## config.mk

```make
export PLATFORM = sky130hd
export DESIGN_NAME = single_wire_humidity_sensor_reader
export DESIGN_NICKNAME = d
export VERILOG_FILES = /design/src/sv/swhsr_pkg.sv /design/src/sv/swhsr_core.sv /design/src/sv/single_wire_humidity_sensor_reader.sv
export SDC_FILE = /design/constraint.sdc
export NUM_CORES = 1
export LEC_CHECK = 0
export BUFFER_PORTS_ARGS = -buffer_cell sky130_fd_sc_hd__buf_2
export CAP_MARGIN = 20
export CORE_MARGIN = 4
export CORE_UTILIZATION = 55
export DETAILED_ROUTE_END_ITERATION = 10
export PLACE_DENSITY = 0.86
export SYNTH_ARGS = -nofsm -noshare
export SYNTH_HDL_FRONTEND = slang
export SYNTH_SLANG_ARGS = --single-unit
```

## constraint.sdc

```tcl
create_clock -name clock -period 4.3 [get_ports clock]
set_clock_uncertainty 0.2 [all_clocks]
set_input_delay 0.86 -clock clock [delete_from_list [all_inputs] [get_ports clock]]
set_output_delay 0.86 -clock clock [all_outputs]
set_load 0.02 [all_outputs]
```

## src/sv/swhsr_pkg.sv

```systemverilog
// Package: shared types and constants for the single-wire humidity sensor reader.
`timescale 1ns / 1ps
`default_nettype none
package swhsr_pkg;

   localparam int FRAME_BITS  = 40;
   localparam int FRAME_BYTES = FRAME_BITS / 8;
   localparam int BITCNT_W    = $clog2(FRAME_BITS + 1);
   localparam int TICK_W      = 16;
   localparam int CSR_IDX_W   = 3;
   localparam int CSR_DATA_W  = 16;

   localparam logic [15:0] START_LOW_RST  = 16'd18000;
   localparam logic [7:0]  RELEASE_RST    = 8'd30;
   localparam logic [7:0]  RESP_WAIT_RST  = 8'd40;
   localparam logic [7:0]  RESP_GAP_RST   = 8'd80;
   localparam logic [7:0]  BIT_THRESH_RST = 8'd40;

   typedef enum logic [CSR_IDX_W-1:0] {
      CSR_START_LOW  = 3'd0,
      CSR_RELEASE    = 3'd1,
      CSR_RESP_WAIT  = 3'd2,
      CSR_RESP_GAP   = 3'd3,
      CSR_BIT_THRESH = 3'd4
   } csr_idx_type;

   typedef enum logic [3:0] {
      PH_IDLE      = 4'd0,
      PH_START_LOW = 4'd1,
      PH_RELEASE   = 4'd2,
      PH_RESP_LOW  = 4'd3,
      PH_RESP_HIGH = 4'd4,
      PH_PRE_DATA  = 4'd5,
      PH_BIT_LOW   = 4'd6,
      PH_BIT_HIGH  = 4'd7
   } phase_type;

   typedef enum logic [1:0] {
      ST_OK       = 2'd0,
      ST_NO_LOW   = 2'd1,
      ST_NO_HIGH  = 2'd2,
      ST_CHECKSUM = 2'd3
   } status_type;

   typedef struct packed {
      logic [15:0] start_low;
      logic [7:0]  release_t;
      logic [7:0]  resp_wait;
      logic [7:0]  resp_gap;
      logic [7:0]  bit_thresh;
   } cfg_type;

   typedef struct packed {
      logic       drive_low;
      logic       busy;
      logic       done;
      logic [1:0] status;
      logic [7:0] humidity;
      logic [7:0] temperature;
   } result_type;

endpackage
`default_nettype wire

```

## src/sv/swhsr_core.sv

```systemverilog
// Protocol sequencer: phase, tick and bit counters, frame shifter and last reading.
`timescale 1ns / 1ps
`default_nettype none
module swhsr_core (
   input  wire logic                 clock,
   input  wire logic                 reset,
   input  wire logic                 step,
   input  wire logic                 start,
   input  wire logic                 line,
   input  wire swhsr_pkg::cfg_type   cfg,
   output swhsr_pkg::result_type     result
);
   import swhsr_pkg::*;

   phase_type                phase_ff, phase_in;
   logic [TICK_W-1:0]        tick_ff, tick_in;
   logic [BITCNT_W-1:0]      bitcnt_ff, bitcnt_in;
   logic [FRAME_BITS-1:0]    frame_ff, frame_in;
   logic [7:0]               hum_ff, hum_in;
   logic [7:0]               temp_ff, temp_in;
   logic [1:0]               status_ff, status_in;

   logic [TICK_W-1:0]        tick_sat;
   logic [TICK_W-1:0]        limit;
   logic                     wait_hit;
   logic                     done;
   logic                     bit_val;
   logic [FRAME_BITS-1:0]    frame_shifted;
   logic [BITCNT_W-1:0]      bitcnt_inc;
   logic [7:0]               byte_sum;

   always_ff @(posedge clock) begin
      if (reset) begin
         phase_ff  <= PH_IDLE;
         tick_ff   <= '0;
         bitcnt_ff <= '0;
         frame_ff  <= '0;
         hum_ff    <= '0;
         temp_ff   <= '0;
         status_ff <= ST_OK;
      end else if (step) begin
         phase_ff  <= phase_in;
         tick_ff   <= tick_in;
         bitcnt_ff <= bitcnt_in;
         frame_ff  <= frame_in;
         hum_ff    <= hum_in;
         temp_ff   <= temp_in;
         status_ff <= status_in;
      end
   end

   always_comb begin
      tick_sat = (tick_ff == {TICK_W{1'b1}}) ? tick_ff : tick_ff + 1'b1;
      unique case (phase_ff)
         PH_START_LOW: limit = cfg.start_low;
         PH_RELEASE:   limit = {8'd0, cfg.release_t};
         PH_RESP_LOW:  limit = {8'd0, cfg.resp_wait};
         default:      limit = {8'd0, cfg.resp_gap};
      endcase
      wait_hit      = tick_sat >= limit;
      bit_val       = tick_ff > {8'd0, cfg.bit_thresh};
      frame_shifted = {frame_ff[FRAME_BITS-2:0], bit_val};
      bitcnt_inc    = bitcnt_ff + 1'b1;
      byte_sum      = 8'd0;
      for (int k = 0; k < FRAME_BYTES - 1; k++) begin
         byte_sum = byte_sum + frame_shifted[FRAME_BITS-1-8*k -: 8];
      end
   end

   always_comb begin
      phase_in  = phase_ff;
      tick_in   = tick_ff;
      bitcnt_in = bitcnt_ff;
      frame_in  = frame_ff;
      hum_in    = hum_ff;
      temp_in   = temp_ff;
      status_in = status_ff;
      done      = 1'b0;
      unique case (phase_ff)
         PH_IDLE: begin
            if (start) begin
               phase_in  = PH_START_LOW;
               tick_in   = '0;
               bitcnt_in = '0;
               frame_in  = '0;
            end
         end
         PH_START_LOW, PH_RELEASE, PH_PRE_DATA: begin
            tick_in = tick_sat;
            if (wait_hit) begin
               tick_in = '0;
               unique case (phase_ff)
                  PH_START_LOW: phase_in = PH_RELEASE;
                  PH_RELEASE:   phase_in = PH_RESP_LOW;
                  default:      phase_in = PH_BIT_LOW;
               endcase
            end
         end
         PH_RESP_LOW: begin
            tick_in = tick_sat;
            if (wait_hit) begin
               tick_in = '0;
               if (line) begin
                  phase_in  = PH_IDLE;
                  status_in = ST_NO_LOW;
                  done      = 1'b1;
               end else begin
                  phase_in = PH_RESP_HIGH;
               end
            end
         end
         PH_RESP_HIGH: begin
            tick_in = tick_sat;
            if (wait_hit) begin
               tick_in = '0;
               if (!line) begin
                  phase_in  = PH_IDLE;
                  status_in = ST_NO_HIGH;
                  done      = 1'b1;
               end else begin
                  phase_in = PH_PRE_DATA;
               end
            end
         end
         PH_BIT_LOW: begin
            if (line) begin
               phase_in = PH_BIT_HIGH;
               tick_in  = {{(TICK_W-1){1'b0}}, 1'b1};
            end
         end
         PH_BIT_HIGH: begin
            if (line) begin
               tick_in = tick_sat;
            end else begin
               frame_in  = frame_shifted;
               bitcnt_in = bitcnt_inc;
               tick_in   = '0;
               phase_in  = PH_BIT_LOW;
               if (bitcnt_inc >= BITCNT_W'(FRAME_BITS)) begin
                  bitcnt_in = '0;
                  phase_in  = PH_IDLE;
                  done      = 1'b1;
                  if (byte_sum != frame_shifted[7:0]) begin
                     status_in = ST_CHECKSUM;
                  end else begin
                     status_in = ST_OK;
                     hum_in    = frame_shifted[FRAME_BITS-1 -: 8];
                     temp_in   = frame_shifted[FRAME_BITS-17 -: 8];
                  end
               end
            end
         end
         default: begin
            phase_in = PH_IDLE;
            tick_in  = '0;
         end
      endcase
   end

   assign result.drive_low   = (phase_in == PH_START_LOW);
   assign result.busy        = (phase_in != PH_IDLE);
   assign result.done        = done;
   assign result.status      = status_in;
   assign result.humidity    = hum_in;
   assign result.temperature = temp_in;

   a_idle_tick_clear: assert property (@(posedge clock) disable iff (reset)
      phase_ff == PH_IDLE |-> tick_ff == '0)
      else $error("tick counter not cleared in idle");

   a_bitcnt_range: assert property (@(posedge clock) disable iff (reset)
      bitcnt_ff < BITCNT_W'(FRAME_BITS))
      else $error("bit counter out of range");

   a_done_not_busy: assert property (@(posedge clock) disable iff (reset)
      result.done |-> !result.busy)
      else $error("done reported while still busy");

   a_idle_holds: assert property (@(posedge clock) disable iff (reset)
      step && phase_ff == PH_IDLE && !start |=> phase_ff == PH_IDLE)
      else $error("left idle without a start");

endmodule
`default_nettype wire

```

## src/sv/single_wire_humidity_sensor_reader.sv

```systemverilog
// Top level: CSR block, word handshake and result register around the sequencer.
// Latency: a result word is valid the cycle after its request word is accepted.
// Throughput: one request word per cycle while req_ready is high; the sequencer state advances once per word.
// A request word is taken whenever the result register is empty or being drained.
// Reset (synchronous): sequencer to idle, counters and last reading to zero,
// CSRs to their defaults, result register empty.
`timescale 1ns / 1ps
`default_nettype none
module single_wire_humidity_sensor_reader (
   input  wire logic                               clock,
   input  wire logic                               reset,
   input  wire logic                               req_valid,
   output logic                                    req_ready,
   input  wire logic                               req_start_req,
   input  wire logic                               req_line_level,
   output logic                                    rsp_valid,
   input  wire logic                               rsp_ready,
   output logic                                    rsp_drive_low,
   output logic                                    rsp_busy_res,
   output logic                                    rsp_done_res,
   output logic [1:0]                              rsp_status,
   output logic [7:0]                              rsp_humidity,
   output logic [7:0]                              rsp_temperature,
   input  wire logic                               csr_valid,
   output logic                                    csr_ready,
   input  wire logic [swhsr_pkg::CSR_IDX_W-1:0]    csr_index,
   input  wire logic [swhsr_pkg::CSR_DATA_W-1:0]   csr_wdata
);
   import swhsr_pkg::*;

   cfg_type    cfg_ff;
   result_type result;
   result_type rsp_ff;
   logic       rsp_valid_ff;
   logic       accept;

   assign csr_ready = 1'b1;

   always_ff @(posedge clock) begin
      if (reset) begin
         cfg_ff.start_low  <= START_LOW_RST;
         cfg_ff.release_t  <= RELEASE_RST;
         cfg_ff.resp_wait  <= RESP_WAIT_RST;
         cfg_ff.resp_gap   <= RESP_GAP_RST;
         cfg_ff.bit_thresh <= BIT_THRESH_RST;
      end else if (csr_valid) begin
         unique case (csr_index)
            CSR_START_LOW:  cfg_ff.start_low  <= csr_wdata;
            CSR_RELEASE:    cfg_ff.release_t  <= csr_wdata[7:0];
            CSR_RESP_WAIT:  cfg_ff.resp_wait  <= csr_wdata[7:0];
            CSR_RESP_GAP:   cfg_ff.resp_gap   <= csr_wdata[7:0];
            CSR_BIT_THRESH: cfg_ff.bit_thresh <= csr_wdata[7:0];
            default: ;
         endcase
      end
   end

   assign req_ready = !rsp_valid_ff || rsp_ready;
   assign accept    = req_valid && req_ready;

   swhsr_core u_core (
      .clock  (clock),
      .reset  (reset),
      .step   (accept),
      .start  (req_start_req),
      .line   (req_line_level),
      .cfg    (cfg_ff),
      .result (result)
   );

   always_ff @(posedge clock) begin
      if (reset) begin
         rsp_valid_ff <= 1'b0;
      end else if (accept) begin
         rsp_valid_ff <= 1'b1;
      end else if (rsp_ready) begin
         rsp_valid_ff <= 1'b0;
      end
   end

   always_ff @(posedge clock) begin
      if (accept) begin
         rsp_ff <= result;
      end
   end

   assign rsp_valid       = rsp_valid_ff;
   assign rsp_drive_low   = rsp_ff.drive_low;
   assign rsp_busy_res    = rsp_ff.busy;
   assign rsp_done_res    = rsp_ff.done;
   assign rsp_status      = rsp_ff.status;
   assign rsp_humidity    = rsp_ff.humidity;
   assign rsp_temperature = rsp_ff.temperature;

endmodule
`default_nettype wire
```

==> reports/results.txt, run 1 <==
Initial antenna violation count = 1
Drt initial violations = 706
Commonest cells post-synth = nand2_1, dfxtp_1, a21oi_1, nor2_1, nand3_1
CTS tree = yes
Antenna fix cells = 0
# DRC = 0
Die Y = 129 um
Hold Path Stages = 2
Synthesized cell area = 0.00799 mm^2
Die area = 0.0165 mm^2
RSZ-0062 raised after global routing = no
Worst setup path class = reg -> reg
Fin crit period = 4090 ps
H-Tree Depth = 4
Drt total wl = 18.4 mm
# rows = 43
Core area = 0.0140 mm^2
Leakage power = 3.64 nW
CTS Buffer Depth = 2
DRT antenna net count = 0
Avg Cell Area, Syn = 8.68 um^2
# hold bufs at CTS = 0
Slew Limit Headroom = 0.307
Boundary Pins = 50
Finished Core Util = 0.644
Multi-input gate area = 0.00445 mm^2
Seq/Total Area, Yosys = 0.410
Worst Tran Pin Value = 1040 ps
Vias post-DR = 6806
CTS Sinks = 153
Fmax = 244 MHz
Register area = 0.00327 mm^2
Number of global-route vias before repair = 6272
Clock slew at reported path FFs = 60 ps
Status = finished, final reports clean
Syn nets = 995
Top-area cell type share of the netlist area = 0.331
Cell taking the most area after synthesis = dfxtp_1
Syn Inst Count = 921
Overall die width = 129 um
Yosys warning total = 0
GRT Total Usage = 0.227
GP Congestion = 0.868
Reg2Reg Depth = 13
Post-synth EDFFs = 21
MaxCap Viol Count = 0
CP arrival = 4070 ps
Via/cell ratio = 5.92
WHS = 255 ps
Top cells by area, synth = dfxtp_1, edfxtp_1, nand2_1, a21oi_1, ha_1
1st-pass router iterations = 6
Yosys cell types = 58
Top-count cell post-synth = nand2_1
Fillcell total = 1087
Share of cells above drive strength 1 = 0.126
FFs w/ async S/R, synth = 0
Max FO, Critical Path = 18
Congestion Overflow GR = 0
Area delta synth->final = 13.2%
Setup-failing EPs final = 0
Primary FF master, synth = dfxtp_1
Hold crit path type = reg -> reg
Initial Util = 0.569
Clock Tree Root = clkbuf_16
Pwr per Cell Area = 355 mW/mm^2
Final Hold Violating Endpoints = 0
Tcrit/Tclk final = 0.952
Nets = 1030
WP data required = 4280 ps
Num CTS Buffers = 17
Placed Cells = 1116
First-pass GRT wire length = 30.6 mm
Port bufs = 48
Avg WL per Cell = 16.0 um
Maximum vdd drop = 0.288 mV
DPL Wire Length = 12.4 mm
Worst-Skew Late Latency = 440 ps
Worst setup SP type = flip-flop
CP endpoint kind = flip-flop
Max Slew Vio Count = 0
Post-Layout Cell Count = 1149
Pin count of the biggest net entering global routing = 77
Final setup TNS = 0 ps
Register bit total from synthesis = 153
-- path summary, 6_finish.rpt --
kind | startpoint | to | slack [ps]
worst min-delay path | cfg_ff[37]$_SDFFE_PP0P_ | cfg_ff[37]$_SDFFE_PP0P_ | 260
worst max register to register | u_core.frame_ff[8]$_SDFFE_PP0P_ | rsp_humidity[0]$_DFFE_PP_ | 210
worst max-delay path | u_core.frame_ff[8]$_SDFFE_PP0P_ | rsp_humidity[0]$_DFFE_PP_ | 210
worst min register to register | cfg_ff[37]$_SDFFE_PP0P_ | cfg_ff[37]$_SDFFE_PP0P_ | 260
-- cell type report --
class                      instances  area share
clock buffer                      19      0.0501
clock inverter                    13      0.0160
tap                              180      0.0249
inverter                          22     0.00913
multi-input combinational        692       0.492
sequential                       153       0.362
timing repair buffer              70      0.0465
-- layer usage --
metal | wire length, um | GRT usage | vias to the layer above
met5 | 13 | 0 | -
met4 | 345 | 0.0889 | 2
met3 | 1350 | 0.0494 | 32
met2 | 8410 | 0.347 | 257
met1 | 8330 | 0.317 | 3226
li1 | - | - | 3289
-- state kept, by name (all words and copies together) (netlist names) --
signal and cells:
rsp_busy_res 1, cfg_ff 48, rsp_drive_low 1, u_core.frame_ff 39, u_core.bitcnt_ff 6, u_core.temp_ff 8
u_core.hum_ff 8, rsp_temperature 8, rsp_done_res 1, rsp_humidity 8, u_core.tick_ff 16, u_core.status_ff 2
rsp_valid 1, rsp_status 2, u_core.phase_ff 4
-- repair_timing --
| action | 4_1_cts | 5_1_grt |
|---|---|---|
| setup buffers | 0 | 1 |
| pin swaps | 0 | 0 |
| gates resized for setup | 1 | 3 |
| gates cloned | 0 | 0 |
| endpoints found under the setup margin | 8 | 21 |
-- cell usage in the layout, fill, tap and decap left out, types with 17 or more instances in the layout --
cell / instances
buf_2: 47
a21oi_1: 99
nand2_1: 150
buf_4: 22
xnor2_1: 25
dfxtp_1: 132
edfxtp_1: 21
mux2i_1: 34
nor2_1: 82
ha_1: 34
inv_1: 22
nand3_1: 59
clkbuf_16: 17
-- per-stage QoR --
stage,power [mW],setup WS (ps),instance area (um^2)
6_report,3.21,208,9050
5_1_grt,3.31,22.0,9050
4_1_cts,3.22,48.5,9010
3_5_place_dp,1.74,36.3,8410
3_3_place_gp,1.73,217,8410
2_1_floorplan,1.66,285,7990
-- logic make-up (layout without fill, tap and decap cells) --
kind of cell,Yosys count,after routing,synth area share
XOR/XNOR,35,35,0.0393
buffers and inverters,76,124,0.0384
flip-flops,153,153,0.410
adder cells (fa/ha/maj),48,48,0.0883
AO/OA/AOI/OAI,183,183,0.141
multiplexers,51,51,0.0666
AND/OR/NAND/NOR,374,374,0.216
other,1,1,0.000469
-- worst max-delay path, cell delays in order, from the launching register on --
cell and delay [ps]:
dfxtp_1 340, fa_1 500, fa_1 520, ha_1 180, inv_1 60, fa_1 390
nand2b_1 170, a21oi_2 170, a31oi_1 110, xnor2_1 170, nor4_4 390, nand3_4 120
buf_12 190, mux2_1 330
-- where the power goes --
part	leakage [nW]	total [mW]	switching [mW]	internal, mW
clock network	0.288	1.50	0.610	0.888
registers	1.28	1.49	0.0138	1.47
logic	2.08	0.224	0.154	0.0700
No activity file was read; power rests on OpenSTA's default activity.
==> inputs of run 2 (changes only) <==
--- a/config.mk
+++ b/config.mk
@@ -5,6 +5,7 @@
 export SDC_FILE = /design/constraint.sdc
 export NUM_CORES = 1
 export LEC_CHECK = 0
+export ABC_AREA = 1
 export BUFFER_PORTS_ARGS = -buffer_cell sky130_fd_sc_hd__buf_2
 export CAP_MARGIN = 20
 export CORE_MARGIN = 4
==> run 2 against run 1 <==
Clock-buffer cell count increased by 1. Cell area increased by 0.62%. Sequential power increased by 3%. Sequential share of layout area decreased by 0.22 points. First-iteration DRC count rose by 11%. Total power increased by 2.3%. Setup slack better by 140 ps. Non-clock buffer count is 8 lower. Critical path depth grew 4. Clock power fell by 5%. Critical path type unchanged. Critical endpoint is now rsp_temperature[4]$_DFFE_PP_.
==> reports/results.txt, run 2 <==
Status = finished, final reports clean
Leading registers by flop count = cfg_ff: 48 flops, u_core.frame_ff: 39 flops, u_core.tick_ff: 16 flops
1st-pass router iterations = 6 (unchanged)
H-Tree Depth = 4 (unchanged)
Vias post-DR = 7394 (+8.6%)
Max FO, Critical Path = 31 (+13)
Fmax = 253 MHz (+3.4%)
Area after DPL = 0.00852 mm^2 (+1.4%)
Avg Cell Area, Syn = 7.42 um^2 (-14%)
Drt total wl = 19.3 mm (+4.9%)
Initial Util = 0.560 (-0.00875)
Seq/Total Area, Yosys = 0.402 (-0.00768)
# rows = 44 (+2.3%)
Most common cell after layout, fill and taps aside = nand2_1
Nets = 1212 (+18%)
Avg WL per Cell = 14.5 um (-9.7%)
Boundary Pins = 50 (unchanged)
Setup-failing EPs final = 0 (unchanged)
DPL Wire Length = 12.8 mm (+3.7%)
Share of cells above drive strength 1 = 0.140 (+0.0140)
WP data required = 4280 ps (about the same)
Maximum vdd drop = 0.303 mV (+5.2%)
Reg2reg start = u_core.frame_ff[16]$_SDFFE_PP0P_
Leakage power = 4.16 nW (+14%)
Post-cts resize count = 0 (-1)
Critical Path End = rsp_temperature[4]$_DFFE_PP_
Worst setup SP type = flip-flop
Pin count of the biggest net entering global routing = 68 (-12%)
Synthesized cell area = 0.00814 mm^2 (+1.9%)
Commonest cells after routing, fill and taps aside = nand2_1, dfxtp_1, inv_1, nor2_1, a21oi_1
Top-count cell post-synth = nand2_1
# DRC = 0 (unchanged)
CP endpoint kind = flip-flop
Sequential power share = 0.465 (about the same)
Logic gate share of total power = 0.102 (+0.032)
DRT antenna net count = 0 (unchanged)
Final Hold Violating Endpoints = 0 (unchanged)
Worst Tran Pin Value = 875 ps (-161 ps)
Critical path startpoint = u_core.frame_ff[16]$_SDFFE_PP0P_
First-pass GRT wire length = 32.4 mm (+6.0%)
Num CTS Buffers = 17 (unchanged)
Internal Power = 2.44 mW (+0.35%)
RSZ-0062 raised after global routing = no
Worst reg-to-reg setup slack = 340 ps (+140 ps)
# hold bufs at CTS = 0 (unchanged)
Congestion Overflow GR = 0 (unchanged)
Commonest cells post-synth = nand2_1, dfxtp_1, inv_1, nor2_1, a21oi_1
FFs w/ async S/R, synth = 0 (unchanged)
Number of global-route vias before repair = 6942 (+11%)
Switch Pwr = 842 uW (+8.2%)
CTS tree = yes
Tcrit/Tclk final = 0.920 (-0.0316)
Clock Tree Root = clkbuf_16
Post-synth EDFFs = 21 (unchanged)
Syn nets = 1171 (+18%)
Top cells by area, synth = dfxtp_1, nand2_1, edfxtp_1, a21oi_1, inv_1
Fin crit period = 3960 ps (-136 ps)
Yosys warning total = 0 (unchanged)
Setup bufs post-CTS = 0 (unchanged)
GRT Total Usage = 0.240 (+0.0126)
Core area = 0.0145 mm^2 (+3.5%)
FF-to-FF End = rsp_temperature[4]$_DFFE_PP_
CTS Sinks = 153 (unchanged)
Cell taking the most area after synthesis = dfxtp_1
Reg with most FFs = cfg_ff
Max reg flops = 48 (unchanged)
Initial antenna violation count = 0 (-1)
Yosys cell types = 44 (-24%)
Syn Inst Count = 1097 (+19%)
Register bit total from synthesis = 153 (unchanged)
Hold crit path type = reg -> reg
Antenna fix cells = 0 (unchanged)
MaxCap Viol Count = 0 (unchanged)
Primary FF master, synth = dfxtp_1
Area delta synth->final = 11.8%
Overall die width = 130 um (+0.89%)
Final setup TNS = 0 ps (unchanged)
Clock power frac = 0.434 (-0.033)
Reg2Reg Depth = 17 (+4)
CP arrival = 3940 ps (-130 ps)
Sw frac = 0.256 (+0.0141)
Pwr per Cell Area = 361 mW/mm^2 (+1.6%)
GP Congestion = 0.903 (+4.0%)
Top-area cell type share of the netlist area = 0.325 (-0.00620)
Via/cell ratio = 5.54 (-6.5%)
Max Slew Vio Count = 0 (unchanged)
Worst setup path class = reg -> reg
Clock slew at reported path FFs = 60 ps (about the same)
Die area = 0.0168 mm^2 (+1.8%)
Post-route cell area = 0.00910 mm^2 (+0.62%)
CTS Buffer Depth = 2 (unchanged)
Slew Limit Headroom = 0.416 (+0.110)
Port bufs = 48 (unchanged)
Die Y = 130 um (+0.89%)
Worst-Skew Late Latency = 430 ps (about the same)
Drt initial violations = 782 (+11%)
[run 2: changes by cell type after synthesis, sizes merged, moves of 17 or more]
cell and change:
nand2 +150, mux2i -34, mux2 -17, o21ai +64
inv +105, clkbuf -24, xnor2 -24, nor2 +29
[run 2: cells by family after synthesis]
| kind of cell | after synthesis | synth area share |
|---|---|---|
| compound gates | 206 | 0.147 |
| buf+inv | 168 | 0.0828 |
| xor+xnor | 18 | 0.0194 |
| fa+ha+maj | 48 | 0.0867 |
| other cells | 1 | 0.000461 |
| simple gates | 503 | 0.262 |
| flops | 153 | 0.402 |
[run 2: final cells by class]
class,instances,area (um^2)
clock inverter,12,98.8
fill,1170,5430
inverter,128,480
clock buffer,20,467
sequential,153,3270
tap,184,230
multi-input combinational,776,4200
timing repair buffer,62,358
[run 2: how the worst min path moves through the flow]
stage | start | to | slack [ps] | cells after the start
final | cfg_ff[19]$_SDFFE_PP1P_ | cfg_ff[19]$_SDFFE_PP1P_ | 260 | 2
after global routing | cfg_ff[26]$_SDFFE_PP1P_ | cfg_ff[26]$_SDFFE_PP1P_ | 270 | 2
after CTS | cfg_ff[26]$_SDFFE_PP1P_ | cfg_ff[26]$_SDFFE_PP1P_ | 260 | 2
after detailed placement | cfg_ff[26]$_SDFFE_PP1P_ | cfg_ff[26]$_SDFFE_PP1P_ | 240 | 2
after global placement | cfg_ff[14]$_SDFFE_PP1P_ | cfg_ff[14]$_SDFFE_PP1P_ | 240 | 2
after floorplan | cfg_ff[12]$_SDFFE_PP1P_ | cfg_ff[12]$_SDFFE_PP1P_ | 230 | 2
[run 2: through the flow]
| stage | util | hold slack, ps | std cells | power, mW | setup WS (ps) |
|---|---|---|---|---|---|
| finish | 0.626 | 256 | 1335 | 3.28 | 344 |
| global route | 0.626 | 272 | 1335 | 3.40 | 3.00 |
| CTS | 0.625 | 259 | 1333 | 3.29 | 324 |
| detailed placement | 0.586 | 243 | 1301 | 1.88 | 380 |
| global placement | 0.586 | 239 | 1301 | 1.87 | 446 |
| floorplan | - | 229 | 1097 | 1.79 | 674 |
[run 2: worst max-delay path, stage by stage (launching register included)]
cell      delay (ps)
dfxtp_1          420
fa_1             470
fa_1             520
ha_1             200
inv_1             70
fa_1             450
inv_1            100
nand3_1           90
nand3_1          120
nand2_1           60
nand2_1           50
nand2_1           50
nand3b_1         160
nor2_2           170
nand3_2          100
buf_12           200
o21ai_2          170
inv_1             70
[run 2: metal layers]
| metal | routed length [um] | GRT usage |
|---|---|---|
| met1 | 8380 | 0.313 |
| met2 | 8950 | 0.384 |
| met3 | 1530 | 0.0627 |
| met4 | 480 | 0.0911 |
| met5 | 0 | 0 |
[run 2: power groups by stage]
stage / logic [mW] / registers, mW / clock network (mW)
after floorplan: 0.212 / 1.57 / 0
after global placement: 0.314 / 1.55 / 0
after detailed placement: 0.323 / 1.56 / 0
after CTS: 0.327 / 1.52 / 1.43
after global routing: 0.369 / 1.53 / 1.50
final: 0.334 / 1.53 / 1.42
==> inputs of run 3 (changes only) <==
--- a/config.mk
+++ b/config.mk
@@ -8,10 +8,12 @@
 export ABC_AREA = 1
 export BUFFER_PORTS_ARGS = -buffer_cell sky130_fd_sc_hd__buf_2
 export CAP_MARGIN = 20
+export CELL_PAD_IN_SITES_DETAIL_PLACEMENT = 0
+export CELL_PAD_IN_SITES_GLOBAL_PLACEMENT = 1
 export CORE_MARGIN = 4
-export CORE_UTILIZATION = 55
+export CORE_UTILIZATION = 41
 export DETAILED_ROUTE_END_ITERATION = 10
-export PLACE_DENSITY = 0.86
+export PLACE_DENSITY = 0.87
 export SYNTH_ARGS = -nofsm -noshare
 export SYNTH_HDL_FRONTEND = slang
 export SYNTH_SLANG_ARGS = --single-unit
==> run 3 against run 2 <==
Core utilization is 15 points lower. Highest routed layer is now met5. Flip-flop and latch count stayed put. Die area is 32% higher. First-iteration DRC count is 39% lower. Register-to-register slack better by 90 ps. Largest cell class unchanged. Cell count is 6.1% higher. Global-route usage is 6.1 points lower. Wire length is 0.49% lower. Largest power group is now clock. Critical path depth stayed put. Setup slack better by 86 ps. Hold slack better by 3.8 ps.
==> reports/results.txt, run 3 (synthesized netlist as in run 2, its figures left out) <==
Core area = 0.0195 mm^2 (+34%)
Area delta synth->final = 13.8%
Maximum vdd drop = 0.234 mV (-23%)
Overall die width = 149 um (+15%)
CTS Buffer Depth = 2 (unchanged)
Worst Tran Pin Value = 766 ps (-109 ps)
Antenna fix cells = 0 (unchanged)
Share of cells above drive strength 1 = 0.136 (-0.00434)
Port bufs = 48 (unchanged)
Clock slew at reported path FFs = 60 ps (about the same)
Final setup TNS = 0 ps (unchanged)
GRT Total Usage = 0.179 (-0.0611)
Reg with most FFs = cfg_ff
GP Congestion = 0.836 (-7.4%)
Sw frac = 0.249 (-0.00763)
Setup ws final = 430 ps (+86.0 ps)
Fillcell total = 2012 (+72%)
Drt initial violations = 475 (-39%)
Worst setup path class = reg -> reg
Worst-Skew Late Latency = 430 ps (about the same)
1st-pass router iterations = 5 (-1)
Fmax = 258 MHz (+2.2%)
Num CTS Buffers = 17 (unchanged)
Boundary Pins = 50 (unchanged)
Tcrit/Tclk final = 0.900 (-0.0200)
Initial Util = 0.417 (-0.143)
# DRC = 0 (unchanged)
Final Hold Violating Endpoints = 0 (unchanged)
CP arrival = 3850 ps (-90 ps)
CP endpoint kind = flip-flop
Via/cell ratio = 4.91 (-11%)
Leading registers by flop count = cfg_ff: 48 flops, u_core.frame_ff: 39 flops, u_core.tick_ff: 16 flops
Most common cell after layout, fill and taps aside = nand2_1
Sequential power share = 0.445 (-0.020)
Post-cts resize count = 0 (unchanged)
Leakage power = 4.17 nW (+0.24%)
Setup-failing EPs final = 0 (unchanged)
MaxCap Viol Count = 0 (unchanged)
Status = finished, final reports clean
DRT antenna net count = 0 (unchanged)
Avg WL per Cell = 13.6 um (-6.2%)
CTS Sinks = 153 (unchanged)
Worst setup SP type = flip-flop
Nets = 1212 (unchanged)
Initial antenna violation count = 1 (+1)
Max reg flops = 48 (unchanged)
CTS tree = yes
Die Y = 149 um (+15%)
Internal Power = 2.58 mW (+5.5%)
Slew Limit Headroom = 0.489 (+0.0731)
DPL Wire Length = 13.6 mm (+6.1%)
# rows = 51 (+16%)
First-pass GRT wire length = 32.1 mm (-0.96%)
Logic gate share of total power = 0.098 (-0.004)
Number of global-route vias before repair = 6413 (-7.6%)
Pwr per Cell Area = 370 mW/mm^2 (+2.6%)
Drt total wl = 19.2 mm (-0.49%)
Clock power frac = 0.457 (+0.023)
WP data required = 4280 ps (about the same)
Vias post-DR = 6954 (-6.0%)
Max Slew Vio Count = 0 (unchanged)
H-Tree Depth = 4 (unchanged)
Pin count of the biggest net entering global routing = 68 (unchanged)
Switch Pwr = 853 uW (+1.3%)
# hold bufs at CTS = 0 (unchanged)
Congestion Overflow GR = 0 (unchanged)
Max FO, Critical Path = 31 (unchanged)
RSZ-0062 raised after global routing = no
Die area = 0.0222 mm^2 (+32%)
Setup bufs post-CTS = 0 (unchanged)
Fin crit period = 3870 ps (-86.0 ps)
Commonest cells after routing, fill and taps aside = nand2_1, dfxtp_1, inv_1, nor2_1, a21oi_1
Clock Tree Root = clkbuf_16
Hold crit path type = reg -> reg
Pre-CTS setup slack = 450 ps (+69.9 ps)
-- run 3: cell count changes in the layout (fill, tap and decap cells not counted), sizes merged --
cell	delta
bufinv	+3
clkinv	-2
inv	-1
-- run 3: routing by layer --
layer / vias to the layer above / wire length [um] / track usage
met4: 2 / 313 / 0.0581
met1: 3201 / 9750 / 0.257
met3: 24 / 689 / 0.0362
met2: 98 / 8490 / 0.270
met5: - / 7 / 0
li1: 3629 / - / -
-- run 3: power by group through the flow --
stage,Clock (mW),Sequential (mW),Combinational (mW)
3_5_place_dp,0,1.56,0.336
5_1_grt,1.65,1.53,0.379
4_1_cts,1.60,1.53,0.338
3_3_place_gp,0,1.56,0.331
2_1_floorplan,0,1.57,0.212
6_report,1.57,1.52,0.335
-- run 3: worst max-delay path, cell delays in order, from the launching register on --
cell,delay (ps)
dfxtp_1,420
fa_1,470
fa_1,520
ha_1,190
inv_1,60
fa_1,450
inv_1,100
nand3_1,90
nand3_1,120
nand2_1,60
nand2_1,50
nand2_1,40
nand3b_1,150
nor2_2,160
nand3_2,110
buf_12,200
o21ai_2,170
inv_1,50
-- run 3: worst paths after layout --
| kind | start | slack (ps) | cells past startpoint | to |
|---|---|---|---|---|
| hold / removal | cfg_ff[28]$_SDFFE_PP1P_ | 260 | 2 | cfg_ff[28]$_SDFFE_PP1P_ |
| setup / recovery | u_core.frame_ff[16]$_SDFFE_PP0P_ | 430 | 17 | rsp_humidity[3]$_DFFE_PP_ |
| setup reg to reg | u_core.frame_ff[16]$_SDFFE_PP0P_ | 430 | 17 | rsp_humidity[3]$_DFFE_PP_ |
| hold reg to reg | cfg_ff[28]$_SDFFE_PP1P_ | 260 | 2 | cfg_ff[28]$_SDFFE_PP1P_ |
-- run 3: per-stage QoR --
stage / hold slack (ps) / instances / util / instance area [um^2] / power [mW]
floorplan: 229 / 1097 / - / 8140 / 1.79
global placement: 238 / 1384 / 0.443 / 8650 / 1.89
detailed placement: 243 / 1384 / 0.443 / 8650 / 1.89
CTS: 259 / 1416 / 0.474 / 9260 / 3.46
global route: 285 / 1416 / 0.474 / 9260 / 3.56
finish: 260 / 1416 / 0.474 / 9260 / 3.43
-- run 3: final cells by class --
type	count	area [um^2]	area share
Clock buffer	20	437	0.0471
Clock inverter	12	175	0.0189
Inverter	128	480	0.0519
Multi-Input combinational cell	776	4200	0.453
Sequential cell	153	3270	0.353
Tap cell	265	332	0.0358
Timing Repair Buffer	62	370	0.0400
